--- config.mk ---
export PLATFORM = sky130hd
export DESIGN_NAME = enhanced_clock_page_replacement
export DESIGN_NICKNAME = d
export VERILOG_FILES = /design/src/hdl/ecpr_pkg.sv /design/src/hdl/enhanced_clock_page_replacement.sv
export SDC_FILE = /design/constraint.sdc
export NUM_CORES = 1
export LEC_CHECK = 0
export ABC_AREA = 0
export CORE_MARGIN = 2
export CORE_UTILIZATION = 57
export DETAILED_ROUTE_END_ITERATION = 8
export DONT_BUFFER_PORTS = 1
export PLACE_DENSITY = 0.79
export SLEW_MARGIN = 15
export SYNTH_ARGS = -nofsm -noshare
export SYNTH_HDL_FRONTEND = slang
export SYNTH_SLANG_ARGS = --single-unit
--- constraint.sdc ---
create_clock -name i_clk -period 3.5 [get_ports i_clk]
set_clock_uncertainty 0.2 [all_clocks]
set_input_delay 0.525 -clock i_clk [delete_from_list [all_inputs] [get_ports i_clk]]
set_output_delay 0.525 -clock i_clk [all_outputs]
set_load 0.02 [all_outputs]
--- src/hdl/ecpr_pkg.sv ---
// ----------------------------------------------------------------------------
// Enhanced clock page replacement package
// Sizes, field widths and fault kind codes shared by the replacement unit.
// ----------------------------------------------------------------------------
package ecpr_pkg;

    localparam int FRAMES      = 4;
    localparam int PAGES       = 8;
    localparam int OFFSET_BITS = 10;

    localparam int FRAME_W = $clog2(FRAMES);
    localparam int PAGE_W  = $clog2(PAGES);
    localparam int FILL_W  = $clog2(FRAMES + 1);

    localparam int ADDR_W  = 13;
    localparam int PADDR_W = 12;
    localparam int KIND_W  = 2;
    localparam int EVICT_W = 3;
    localparam int FNUM_W  = 2;

    localparam int IN_TDATA_W  = ((ADDR_W + 7) / 8) * 8;
    localparam int OUT_DATA_W  = FNUM_W + PADDR_W + EVICT_W;
    localparam int OUT_TDATA_W = ((OUT_DATA_W + 7) / 8) * 8;

    typedef logic [KIND_W-1:0] t_kind;

    localparam t_kind KIND_HIT     = 2'd0;
    localparam t_kind KIND_FILL    = 2'd1;
    localparam t_kind KIND_REPLACE = 2'd2;

endpackage

--- src/hdl/enhanced_clock_page_replacement.sv ---
// ----------------------------------------------------------------------------
// Enhanced clock page replacement unit
// Translates logical accesses through a page table and replaces pages by the
// enhanced clock scheme when no physical frame is free.
// ----------------------------------------------------------------------------
// One item is taken at a time. A hit or a load into a free frame goes through
// the lookup and done states before the next item can be accepted; a replacement
// also runs the victim search, one pass per cycle through a single rotated
// priority selector over all frames, starting at the hand, and at most four
// passes are needed. Results sit in an output register, so the next item is
// accepted while a result still waits to be taken.
module enhanced_clock_page_replacement
    import ecpr_pkg::*;
(
    input  logic                   i_clk,
    input  logic                   i_rst_n,
    input  logic                   s_axis_tvalid,
    output logic                   s_axis_tready,
    // Bits from low: logical_address[12:0], zero fill.
    input  logic [IN_TDATA_W-1:0]  s_axis_tdata,
    // Bits from low: is_write.
    input  logic                   s_axis_tuser,
    output logic                   m_axis_tvalid,
    input  logic                   m_axis_tready,
    // Bits from low: frame_number[1:0], physical_address[11:0],
    // evicted_page[2:0], zero fill.
    output logic [OUT_TDATA_W-1:0] m_axis_tdata,
    // Bits from low: fault_kind[1:0].
    output logic [KIND_W-1:0]      m_axis_tuser
);

    localparam logic [1:0] ST_IDLE = 2'd0;
    localparam logic [1:0] ST_LOOK = 2'd1;
    localparam logic [1:0] ST_SCAN = 2'd2;
    localparam logic [1:0] ST_DONE = 2'd3;

    localparam logic [1:0] PASS_CLEAR = 2'd1;
    localparam logic [1:0] PASS_LAST  = 2'd3;

    logic [1:0]             r_state;
    logic [1:0]             n_state;
    logic [1:0]             r_pass;
    logic [1:0]             n_pass;
    logic [PAGE_W-1:0]      r_page;
    logic [OFFSET_BITS-1:0] r_offset;
    logic                   r_wr;

    logic [PAGES-1:0]       r_present;
    logic [FRAME_W-1:0]     r_page_frame [PAGES];
    logic [PAGE_W-1:0]      r_owner      [FRAMES];
    logic [FRAMES-1:0]      r_ref;
    logic [FRAMES-1:0]      r_dirty;
    logic [FILL_W-1:0]      r_filled;
    logic [FRAME_W-1:0]     r_hand;

    logic [FRAME_W-1:0]     r_res_frame;
    t_kind                  r_res_kind;
    logic [PAGE_W-1:0]      r_res_evict;

    logic                   r_m_valid;
    logic [OUT_TDATA_W-1:0] r_m_tdata;
    t_kind                  r_m_tuser;

    logic                   in_accept;
    logic                   out_free;

    logic                   s_found;
    logic [FRAME_W-1:0]     s_victim;
    logic [FRAME_W-1:0]     s_idx;
    logic [FRAMES-1:0]      s_clear;

    logic                   hit_en;
    logic                   inst_en;
    logic [FRAME_W-1:0]     inst_frame;
    t_kind                  inst_kind;
    logic [PAGE_W-1:0]      inst_evict;

    assign s_axis_tready = (r_state == ST_IDLE);
    assign in_accept     = s_axis_tvalid && s_axis_tready;
    assign out_free      = !r_m_valid || m_axis_tready;
    assign m_axis_tvalid = r_m_valid;
    assign m_axis_tdata  = r_m_tdata;
    assign m_axis_tuser  = r_m_tuser;

    // Rotated priority select: the first frame from the hand that matches the
    // pass, and the frames passed over before it.
    always_comb begin
        s_found  = 1'b0;
        s_victim = r_hand;
        s_clear  = '0;
        s_idx    = r_hand;
        for (int k = 0; k < FRAMES; k++) begin
            s_idx = r_hand + FRAME_W'(k);
            if (!s_found) begin
                if (!r_ref[s_idx] && (r_dirty[s_idx] == r_pass[0])) begin
                    s_found  = 1'b1;
                    s_victim = s_idx;
                end else begin
                    s_clear[s_idx] = 1'b1;
                end
            end
        end
    end

    always_comb begin
        n_state    = r_state;
        n_pass     = r_pass;
        hit_en     = 1'b0;
        inst_en    = 1'b0;
        inst_frame = r_filled[FRAME_W-1:0];
        inst_kind  = KIND_FILL;
        inst_evict = '0;
        unique case (r_state)
            ST_IDLE: begin
                if (s_axis_tvalid) begin
                    n_state = ST_LOOK;
                end
            end
            ST_LOOK: begin
                if (r_present[r_page]) begin
                    hit_en  = 1'b1;
                    n_state = ST_DONE;
                end else if (r_filled < FILL_W'(FRAMES)) begin
                    inst_en = 1'b1;
                    n_state = ST_DONE;
                end else begin
                    n_pass  = '0;
                    n_state = ST_SCAN;
                end
            end
            ST_SCAN: begin
                if (s_found || (r_pass == PASS_LAST)) begin
                    inst_en    = 1'b1;
                    inst_frame = s_found ? s_victim : r_hand;
                    inst_kind  = KIND_REPLACE;
                    inst_evict = r_owner[inst_frame];
                    n_state    = ST_DONE;
                end else begin
                    n_pass = r_pass + 2'd1;
                end
            end
            ST_DONE: begin
                if (out_free) begin
                    n_state = ST_IDLE;
                end
            end
            default: n_state = ST_IDLE;
        endcase
    end

    always_ff @(posedge i_clk) begin
        if (!i_rst_n) begin
            r_state   <= ST_IDLE;
            r_pass    <= '0;
            r_present <= '0;
            r_ref     <= '0;
            r_dirty   <= '0;
            r_filled  <= '0;
            r_hand    <= '0;
            r_m_valid <= 1'b0;
        end else begin
            r_state <= n_state;
            r_pass  <= n_pass;

            if (in_accept) begin
                r_page   <= s_axis_tdata[OFFSET_BITS +: PAGE_W];
                r_offset <= s_axis_tdata[OFFSET_BITS-1:0];
                r_wr     <= s_axis_tuser;
            end

            if (hit_en) begin
                r_ref[r_page_frame[r_page]] <= 1'b1;
                if (r_wr) begin
                    r_dirty[r_page_frame[r_page]] <= 1'b1;
                end
                r_res_frame <= r_page_frame[r_page];
                r_res_kind  <= KIND_HIT;
                r_res_evict <= '0;
            end

            if ((r_state == ST_SCAN) && (r_pass == PASS_CLEAR)) begin
                for (int f = 0; f < FRAMES; f++) begin
                    if (s_clear[f]) begin
                        r_ref[f] <= 1'b0;
                    end
                end
            end

            if (inst_en) begin
                if (inst_kind == KIND_REPLACE) begin
                    r_present[inst_evict] <= 1'b0;
                    r_hand                <= inst_frame + FRAME_W'(1);
                end else begin
                    r_filled <= r_filled + FILL_W'(1);
                end
                r_owner[inst_frame]  <= r_page;
                r_ref[inst_frame]    <= 1'b1;
                r_dirty[inst_frame]  <= r_wr;
                r_present[r_page]    <= 1'b1;
                r_page_frame[r_page] <= inst_frame;
                r_res_frame          <= inst_frame;
                r_res_kind           <= inst_kind;
                r_res_evict          <= inst_evict;
            end

            if ((r_state == ST_DONE) && out_free) begin
                r_m_valid <= 1'b1;
                r_m_tdata <= OUT_TDATA_W'({r_res_evict, r_res_frame, r_offset,
                                           r_res_frame});
                r_m_tuser <= r_res_kind;
            end else if (r_m_valid && m_axis_tready) begin
                r_m_valid <= 1'b0;
            end
        end
    end

    a_fill_bound: assert property (@(posedge i_clk) disable iff (!i_rst_n)
        r_filled <= FILL_W'(FRAMES))
        else $error("Frame fill count exceeds the number of frames.");

    a_present_count: assert property (@(posedge i_clk) disable iff (!i_rst_n)
        $countones(r_present) == int'(r_filled))
        else $error("Resident page count disagrees with the fill count.");

    a_replace_full: assert property (@(posedge i_clk) disable iff (!i_rst_n)
        (r_m_valid && (r_m_tuser == KIND_REPLACE)) |-> (r_filled == FILL_W'(FRAMES)))
        else $error("A page was replaced while a frame was still free.");

    a_hand_moves_on_replace: assert property (@(posedge i_clk) disable iff (!i_rst_n)
        (r_state != ST_SCAN) |=> $stable(r_hand))
        else $error("The clock hand moved outside a victim search.");

endmodule
## Yosys cells after proc, flatten, opt, wreduce, memory -nomap -nowiden

Memories as Yosys holds them, arrays and structs flattened. A register that Yosys moved wholly into a read port is not among the register bits.
Cells that the tools add are included.
W data, S select, Z words.

- Order comparisons: 17
- Equal/unequal tests: 16
- Bitwise logic cells: 10
- Reductions and logical operators: 34
- $add $sub $neg: 6
- Mux-type cells: 105

Operators with widths:

| operator | count |
|---|---|
| $mux W4 | 15 |
| $mux W2 | 21 |
| $mux W1 | 40 |
| $mux W8 | 3 |
| $or A4 B4 Y4 | 6 |
| $lt A2 B3 Y1 const B | 6 |
| $bmux W1 S2 | 8 |
| $logic_and A1 B1 Y1 | 16 |
| $mux W3 | 5 |
| $demux W1 S2 | 6 |
| $ge A2 B1 Y1 const B | 6 |
| $ne A2 B2 Y1 const B | 6 |
| $reduce_and A2 Y1 | 5 |
| $and A8 B8 Y8 | 1 |
| $eq A2 B2 Y1 const B | 4 |
| $lt A3 B4 Y1 const B | 2 |
| $not A8 Y8 | 1 |
| $or A8 B8 Y8 | 1 |
| $pmux W2 S4 | 1 |
| $add A2 B1 Y2 const B | 3 |
| $demux W1 S3 | 2 |
| $ge A3 B1 Y1 const B | 2 |
| $reduce_bool A2 Y1 | 3 |
| $logic_not A1 Y1 | 5 |
| 14 further kinds | 20 |

- Memories kept: 2
- RAM bits: 28
- Register bits after elaboration: 66
- Input port bits: 21
- Output and inout port bits: 28

Memory list:

| memory | words | bits a word | read ports | clocked after Yosys merged registers in | write ports | RTL line | text |
|---|---|---|---|---|---|---|---|
| r_page_frame | 8 | 2 | 1 | 1 | 1 | enhanced_clock_page_replacement.sv:49 | `logic [FRAME_W-1:0] r_page_frame [PAGES];` |
| r_owner | 4 | 3 | 1 | 0 | 1 | enhanced_clock_page_replacement.sv:50 | `logic [PAGE_W-1:0] r_owner [FRAMES];` |

## Depth between registers and ports, before layout

Gate-level depths: netlist of the first run.
An unclocked memory read counts as a cell.

- Word-level depth: 25
- Mapped depth: 16

## Least setup slack after synthesis of the first run

OpenSTA, ideal clock, no wires.

- Path kind: reg-to-reg
- Start: register r_hand[1]
- End: memory r_owner[3][0] (netlist name) (enable)
- Buffers on the path: 2
- Stages on the path, launching flop included: 15
- Clock period less this slack: 3802 ps
- Arrival time: 3348 ps
- Setup slack: -302 ps
- Path through: dfxtp_1 inv_1 ha_1 buf_4 mux4_2 xnor2_1 nor2_1 nor4b_4 nand2b_1 buf_2 nor2_1 a21oi_1 inv_1 ha_1 and3_1

- Elaborated cells on any way between the ends: 53
- Classes of those cells: add/sub: 3; eq/ne: 4; mux: 37; reduce/logical: 9

RTL lines:

| what | RTL line | text |
|---|---|---|
| start, declared | enhanced_clock_page_replacement.sv:54 | `logic [FRAME_W-1:0] r_hand;` |
| start signal, assigned | enhanced_clock_page_replacement.sv:192 | `r_hand <= inst_frame + FRAME_W'(1);` |
| $add A2 B1 Y2 | enhanced_clock_page_replacement.sv:93 | `s_idx = r_hand + FRAME_W'(k);` |
| $bmux W1 S2 | enhanced_clock_page_replacement.sv:95 | `if (!r_ref[s_idx] && (r_dirty[s_idx] == r_pass[0])) begin` |
| $mux W1 (not written as such) | enhanced_clock_page_replacement.sv:95 |  |
| $eq A1 B1 Y1 or $logic_not A1 Y1 (tied branches) | enhanced_clock_page_replacement.sv:95 |  |
| $logic_and A1 B1 Y1 | enhanced_clock_page_replacement.sv:95 |  |
| $mux W2 | enhanced_clock_page_replacement.sv:95 |  |
| $mux W2 | enhanced_clock_page_replacement.sv:94 | `if (!s_found) begin` |
| $mux W2 | enhanced_clock_page_replacement.sv:95 |  |
| $mux W2 | enhanced_clock_page_replacement.sv:94 |  |
| $mux W2 | enhanced_clock_page_replacement.sv:95 |  |
| $mux W2 | enhanced_clock_page_replacement.sv:94 |  |
| $mux W2 | enhanced_clock_page_replacement.sv:134 | `inst_frame = s_found ? s_victim : r_hand;` |
| $mux W2 (*) | enhanced_clock_page_replacement.sv:132 | `if (s_found \|\| (r_pass == PASS_LAST)) begin` |
| $mux W2 (*) | enhanced_clock_page_replacement.sv:113 | `unique case (r_state)` |
| named net inst_frame[1] | enhanced_clock_page_replacement.sv:74 | `logic [FRAME_W-1:0] inst_frame;` |
| end, declared | enhanced_clock_page_replacement.sv:50 |  |

The timed path passes the listed nets; every way through them passes the cells marked *. The select of a mux whose other input is x is not followed.

## Worst setup path in the final report of the first run

Same ends and word-level chain as after synthesis.

==> results of run 1 <==
## worst reg2reg max path, cell delays in order (launching register included)
cell and delay (ns):
dfxtp_2 0.35, inv_2 0.08, ha_4 0.30, mux4_2 0.56, xnor2_4 0.21, nor2_4 0.08, nor4b_4 0.36, nand2b_4 0.24
nor2_2 0.06, a21o_1 0.23, inv_2 0.14, ha_4 0.16, and3_4 0.21
## worst max-delay path by stage
stage,startpoint,endpoint,slack (ns)
CTS,r_hand[1],r_present[1],0.002
global placement,r_hand[0],r_res_kind[1],0.003
global route,r_hand[1],r_owner[2][1],-0.04
finish,r_hand[1],r_owner[3][0],0.05
floorplan,r_hand[0],r_owner[3][0],-0.12
detailed placement,r_hand[1],r_owner[0][1],-0.04
## flip-flops by register name (all words and copies together) (netlist names), 2 cells and up, named ones only
name,cells
m_axis_tdata,15
m_axis_tuser,2
r_dirty,4
r_filled,3
r_hand,2
r_offset,10
r_owner,12
r_page,3
r_page_frame,16
r_pass,2
r_present,8
r_ref,4
r_res_evict,3
r_res_frame,2
r_res_kind,2
r_state,2
## per-stage QoR
stage | util [%] | setup WS (ns) | std cells
after CTS | 64.5 | 0.00199 | 505
final | 65.8 | 0.0515 | 513
after global placement | 61.8 | 0.00347 | 488
after detailed placement | 61.8 | -0.0392 | 488
after global routing | 65.8 | -0.0351 | 513
after floorplan | - | -0.124 | 389
## area by class of cell
type                            instances  area [um2]
Clock buffer                            9         124
Clock inverter                          7        90.1
Fill cell                             576        2810
Inverter                               34         135
Multi-Input combinational cell        236        2150
Sequential cell                        95        2570
Tap cell                              105         131
Timing Repair Buffer                   27         214
## synthesized netlist by cell type, types with 6 or more instances
cell type  count  share of area [%]
nor2b_1       14                1.8
nand2b_1       6               0.77
a21oi_1       15                1.5
edfxtp_1      66                 41
ha_1          15                3.9
nor2_1        18                1.4
mux2i_1       12                2.5
clkbuf_1       6               0.46
a21o_1         9                1.4
nand3_1        6               0.62
and2_1         7               0.90
dfxtp_1       29                 12
a22oi_1        6               0.93
buf_4         11                1.7
inv_1         32                2.5
mux4_2        16                7.4
nand2_1       21                1.6
## per-layer routing
| layer | up-vias | global-route usage [%] | part of all wire, % |
|---|---|---|---|
| met4 | 0 | 6.43 | 0.93 |
| met5 | - | 0 | 0 |
| met3 | 11 | 5.79 | 6.6 |
| met2 | 129 | 35.4 | 50 |
| li1 | 1447 | - | - |
| met1 | 1535 | 30.5 | 43 |
## where the power goes
part / total [mW] / switching [mW] / internal, mW
Clock: 0.762 / 0.416 / 0.346
Sequential: 1.55 / 0.136 / 1.41
Combinational: 1.41 / 0.782 / 0.623
Total: 3.72 / 1.33 / 2.38
## cells by family (layout without fill, tap and decap cells)
logic type,count (synthesis),in the layout,share of synthesized area [%]
AOI/OAI and AO/OA,78,78,12.8
and+or+nand+nor,97,97,11.4
muxes,32,32,11.1
xor gates and xnor gates,7,7,2.04
buffers and inverters,58,77,5.91
adders and majority gates,15,15,3.87
DFF,95,95,52.9
other,1,7,0.0773
## repair_timing
item | 4_1_cts | 5_1_grt
pin swaps | 0 | 3
endpoints found under the setup margin | 20 | 45
resized for setup | 1 | 11
buffers inserted | 1 | 8
endpoints found under the hold margin | 0 | 0
==> results.toml, run 1 <==
[run_status]
status = "complete, no violations"

[detailed_routing]
via_count = 3122
drtPass1Iterations = 5
drtIter0Drc = 240
drc = 0
ant_nets = 0
viasPerCell = 6.09
wl_um = 9880
wl_per_cell_um = 19.3

[timing]
min_period_over_period_pct = 98.5
setup_viol = 0
whs_ns = 0.0354
slew_headroom_pct = 61.2
timing.fmax_ghz = 0.290
setup_tns_ns = 0
worst_slew_pin_slew_ns = 0.581
hold_viol = 0
slew_viol_final = 0
fin_crit_ns = 3.45
rsz0062_at_grt = "true"

[critical_path]
path_max_fanout = 6
slowest_delay_ns = 0.56
endpoint_kind = "flop"
r2r_cells = 12
cp.depth = 12
cp.arrival_ns = 3.35
crit_chain = "inv_2 > ha_4 > mux4_2 > xnor2_4 > nor2_4 > nor4b_4 > nand2b_4 > nor2_2 > a21o_1 > inv_2 > ha_4 > and3_4"
rrSetupSlack_ns = 0.05
r2r-start = "r_hand[1]"
critPathBufInv = 2
rr_endpoint = "r_owner[3][0]"
critPathTopFamily = "simple AND/OR/NAND/NOR gates"
crit_path_top_delay_cell = "mux4_2"
cp_data_required_time_ns = 3.40
cp-start-kind = "flop"
crit_type = "reg2reg"

[placed_design]
place_hpwl_um = 7130
place_area_mm2 = 0.00508
routabilityCongestion = 0.897
port_buffers = 0

[yosys]
ys_seq_area_share_pct = 52.9
async_reset_ff_share_pct = 0
ys.warnings.count = 0
ys_seq_elements = 95
synth-edff-count = 66
syn_inst = 383
syn_area_mm2 = 0.00485
avgSynthCellArea_um2 = 12.7
synth-main-ff-cell = "edfxtp_1"
synthDistinctLibCells = 60

[grt]
grt_max_degree = 43
grt.overflow.total = 0
grt_first_pass_wirelength_um = 15200
grt_pass1_vias = 2987
track_usage_pct = 22.4
antenna_found_initial = 0

[die]
design.die.area_mm2 = 0.00926
row_count = 33
start_util_pct = 59.0
fp.dieW_um = 96.2
coreArea_mm2 = 0.00822
die_y_um = 96.2
io_pins = 49

[cts]
root_buffer = "clkbuf_8"
cts_buffer_depth = 2
tritoncts = "done"
numCtsBuffers = 9
insertion_delay_ns = 0.38
cts_hold_buf = 0
path_clk_slew_ns = 0.10
htree_num_levels = 3
cts_sinks = 95

[cells_and_area]
final_common_cell = "edfxtp_1"
drive_above_1_share_pct = 25.2
n_antenna_cell = 0
layout_common_cells = "edfxtp_1 (66), inv_1 (28), dfxtp_1 (27)"
stdcell_area_mm2 = 0.00541
nNetsFinal = 439
area_growth_pct = 11.6

[hold_path]
whs_endpoint = "r_page[1]"
hold_depth = 0
min-delay-start = "s_axis_tdata[11]"
hold_path_class = "in2reg"

[power_and_ir_drop]
p_per_area_mw_per_mm2 = 687
power_mw = 3.72
p_leak_nw = 2.02
peakVddDrop_mv = 0.629

[run]
maxCapViolations = 0
Note: power is estimated with default switching activity, not from simulation.
==> inputs of run 2 (changes only) <==
--- a/config.mk
+++ b/config.mk
@@ -5,7 +5,7 @@
 export SDC_FILE = /design/constraint.sdc
 export NUM_CORES = 1
 export LEC_CHECK = 0
-export ABC_AREA = 0
+export ABC_AREA = 1
 export CORE_MARGIN = 2
 export CORE_UTILIZATION = 57
 export DETAILED_ROUTE_END_ITERATION = 8
==> run 2 against run 1 <==
Compared with the run above: non-clock buffer count decreased by 13; combinational power grew 52%; first-iteration DRC count rose by 37%; sequential power is 3% lower; critical path depth up 2; total power grew 18%; design area fell by 5.8%; largest cell class unchanged; highest routed layer unchanged.
==> results.toml, run 2 <==
[yosys]
avgSynthCellArea_um2 = 9.44
netlist.area_leader.share_pct = 41.7
synthDistinctLibCells = 38
synthTopCellsByArea = "edfxtp_1 (42%), dfxtp_1 (12%), nand2_1 (9.5%)"
yosys-top-cells-count = "nand2_1 (120), edfxtp_1 (66), inv_1 (59)"
synth-main-ff-cell = "edfxtp_1"
ys.warnings.count = 0
yosysMostFrequentCell = "nand2_1"
syn_area_mm2 = 0.00475
synth-edff-count = 66
ys_seq_area_share_pct = 54.0
yosysTopAreaCell = "edfxtp_1"
syn_inst = 503
async_reset_ff_share_pct = 0
ys_seq_elements = 95

[timing]
setup_tns_ns = 0
rsz0062_at_grt = "false"
slew_headroom_pct = 44.4
fin_crit_ns = 3.30
whs_ns = 0.0544
hold_viol = 0
worst_slew_pin_slew_ns = 0.834
setup_viol = 0
slew_viol_final = 0
min_period_over_period_pct = 94.3
timing.fmax_ghz = 0.303

[cells_and_area]
drive_above_1_share_pct = 16.6
ff_latch_area_mm2 = 0.00256
fillerInstances = 636
stdcell_area_mm2 = 0.00510
n_antenna_cell = 0
layout_common_cells = "nand2_1 (120), edfxtp_1 (66), inv_1 (59)"
regMostFlops = "r_page_frame"
multi_input_area_mm2 = 0.00184
largest_reg_flops = 16
area_growth_pct = 7.35
final_common_cell = "nand2_1"
nNetsFinal = 554

[placed_design]
routabilityCongestion = 0.944
place_area_mm2 = 0.00490
port_buffers = 0
place_hpwl_um = 7470

[detailed_routing]
drc = 0
via_count = 3454
viasPerCell = 5.50
drtIter0Drc = 328
drtPass1Iterations = 6
wl_um = 9790
ant_nets = 0
wl_per_cell_um = 15.6

[critical_path]
critPathBufInv = 2
rrSetupSlack_ns = 0.20
cp-startpoint = "r_hand[0]"
path_max_fanout = 5
crit_type = "reg2reg"
cp_data_required_time_ns = 3.34
slowest_delay_ns = 0.35
endpoint_kind = "flop"
crit_path_top_delay_cell = "dfxtp_1"
r2r-start = "r_hand[0]"
cp.arrival_ns = 3.14
cp-start-kind = "flop"
critPathTopFamily = "simple AND/OR/NAND/NOR gates"
crit_chain = "inv_2 > ha_1 > inv_1 > nand3_1 > nand3_1 > nand3_4 > a21oi_2 > nand3_2 > nand2_4 > nor2_1 > a21oi_1 > ha_1 > nand2_2 > nor2_1"

[cts]
cts_buffer_depth = 2
cts_resized = 0
path_clk_slew_ns = 0.09
cts_hold_buf = 0
tritoncts = "done"
insertion_delay_ns = 0.36
root_buffer = "clkbuf_8"
postCtsSetupRepairBufs = 0
numCtsBuffers = 9
htree_num_levels = 3
cts_sinks = 95

[hold_path]
min-delay-start = "s_axis_tuser"
hold_path_class = "in2reg"

[run]
maxCapViolations = 0

[grt]
grt.overflow.total = 0
track_usage_pct = 23.0
grt_max_degree = 23
grt_pass1_vias = 3206
antenna_found_initial = 0
grt_first_pass_wirelength_um = 15500

[run_status]
status = "complete, no violations"

[die]
coreArea_mm2 = 0.00813
die_y_um = 95.3
start_util_pct = 58.4
fp.dieW_um = 95.3
design.die.area_mm2 = 0.00908
row_count = 33
io_pins = 49

[power_and_ir_drop]
p_per_area_mw_per_mm2 = 857
p_leak_nw = 2.20
peakVddDrop_mv = 0.414
==> run 2: cell types whose count changed after synthesis, moves of 11 or more <==
cell / previous run / this run
inv_1: 32 / 59
mux2i_1: 12 / 0
nand2_1: 21 / 120
nand2_2: 0 / 11
nor2b_1: 14 / 0
mux4_2: 16 / 0
nor2_1: 18 / 29
nand3_1: 6 / 38
o21ai_0: 4 / 22
==> run 2: path summary, 6_finish.rpt <==
path                                    endpoint  depth (start not counted)
worst max-delay path               r_owner[0][2]                         14
worst min-delay path                        r_wr                          0
worst max register to register     r_owner[0][2]                         14
worst min register to register  m_axis_tdata[11]                          0
==> run 2: cell families after synthesis <==
logic type | count (synthesis) | share of synthesized area [%]
compound gates | 70 | 8.51
flops | 95 | 54.0
other cells | 1 | 0.0790
buf+inv | 85 | 8.01
fa+ha+maj | 15 | 3.95
simple gates | 237 | 25.5
==> run 2: routing by layer <==
layer  wire length, um  GRT usage (%)  up-vias
met5                 0              0        -
met4               211           6.88        0
met3               592           4.82       19
met2              4820           39.0      126
met1              4170           29.7     1620
li1                  -              -     1689
==> run 2: final cells by class <==
cell class                      count  share of cell area [%]
Multi-Input combinational cell    329                    36.1
Clock inverter                      6                    1.35
Sequential cell                    95                    50.3
Clock buffer                       10                    2.50
Inverter                           69                    5.18
Timing Repair Buffer               14                    2.06
Tap cell                          105                    2.58
==> run 2: power breakdown <==
group	total [mW]	internal [mW]	switching, mW
clock network	0.705	0.334	0.371
logic	2.15	0.682	1.47
registers	1.51	1.41	0.107
total	4.37	2.42	1.95
==> run 2: stage by stage <==
step,instances,power (mW),setup WS (ns),util [%]
after floorplan,509,3.16,0.329,-
after detailed placement,612,3.66,0.218,60.2
after global routing,628,4.65,0.00461,62.7
after global placement,612,3.55,0.354,60.2
after CTS,628,4.36,0.192,62.6
final,628,4.37,0.200,62.7
==> run 2: worst reg2reg max path: cells and delay by family, from the launching register on <==
family                     cells  cell delay, ns
AOI/OAI and AO/OA              2            0.52
DFF                            1            0.35
buffers and inverters          2            0.21
adders and majority gates      2            0.60
and+or+nand+nor                8            1.10
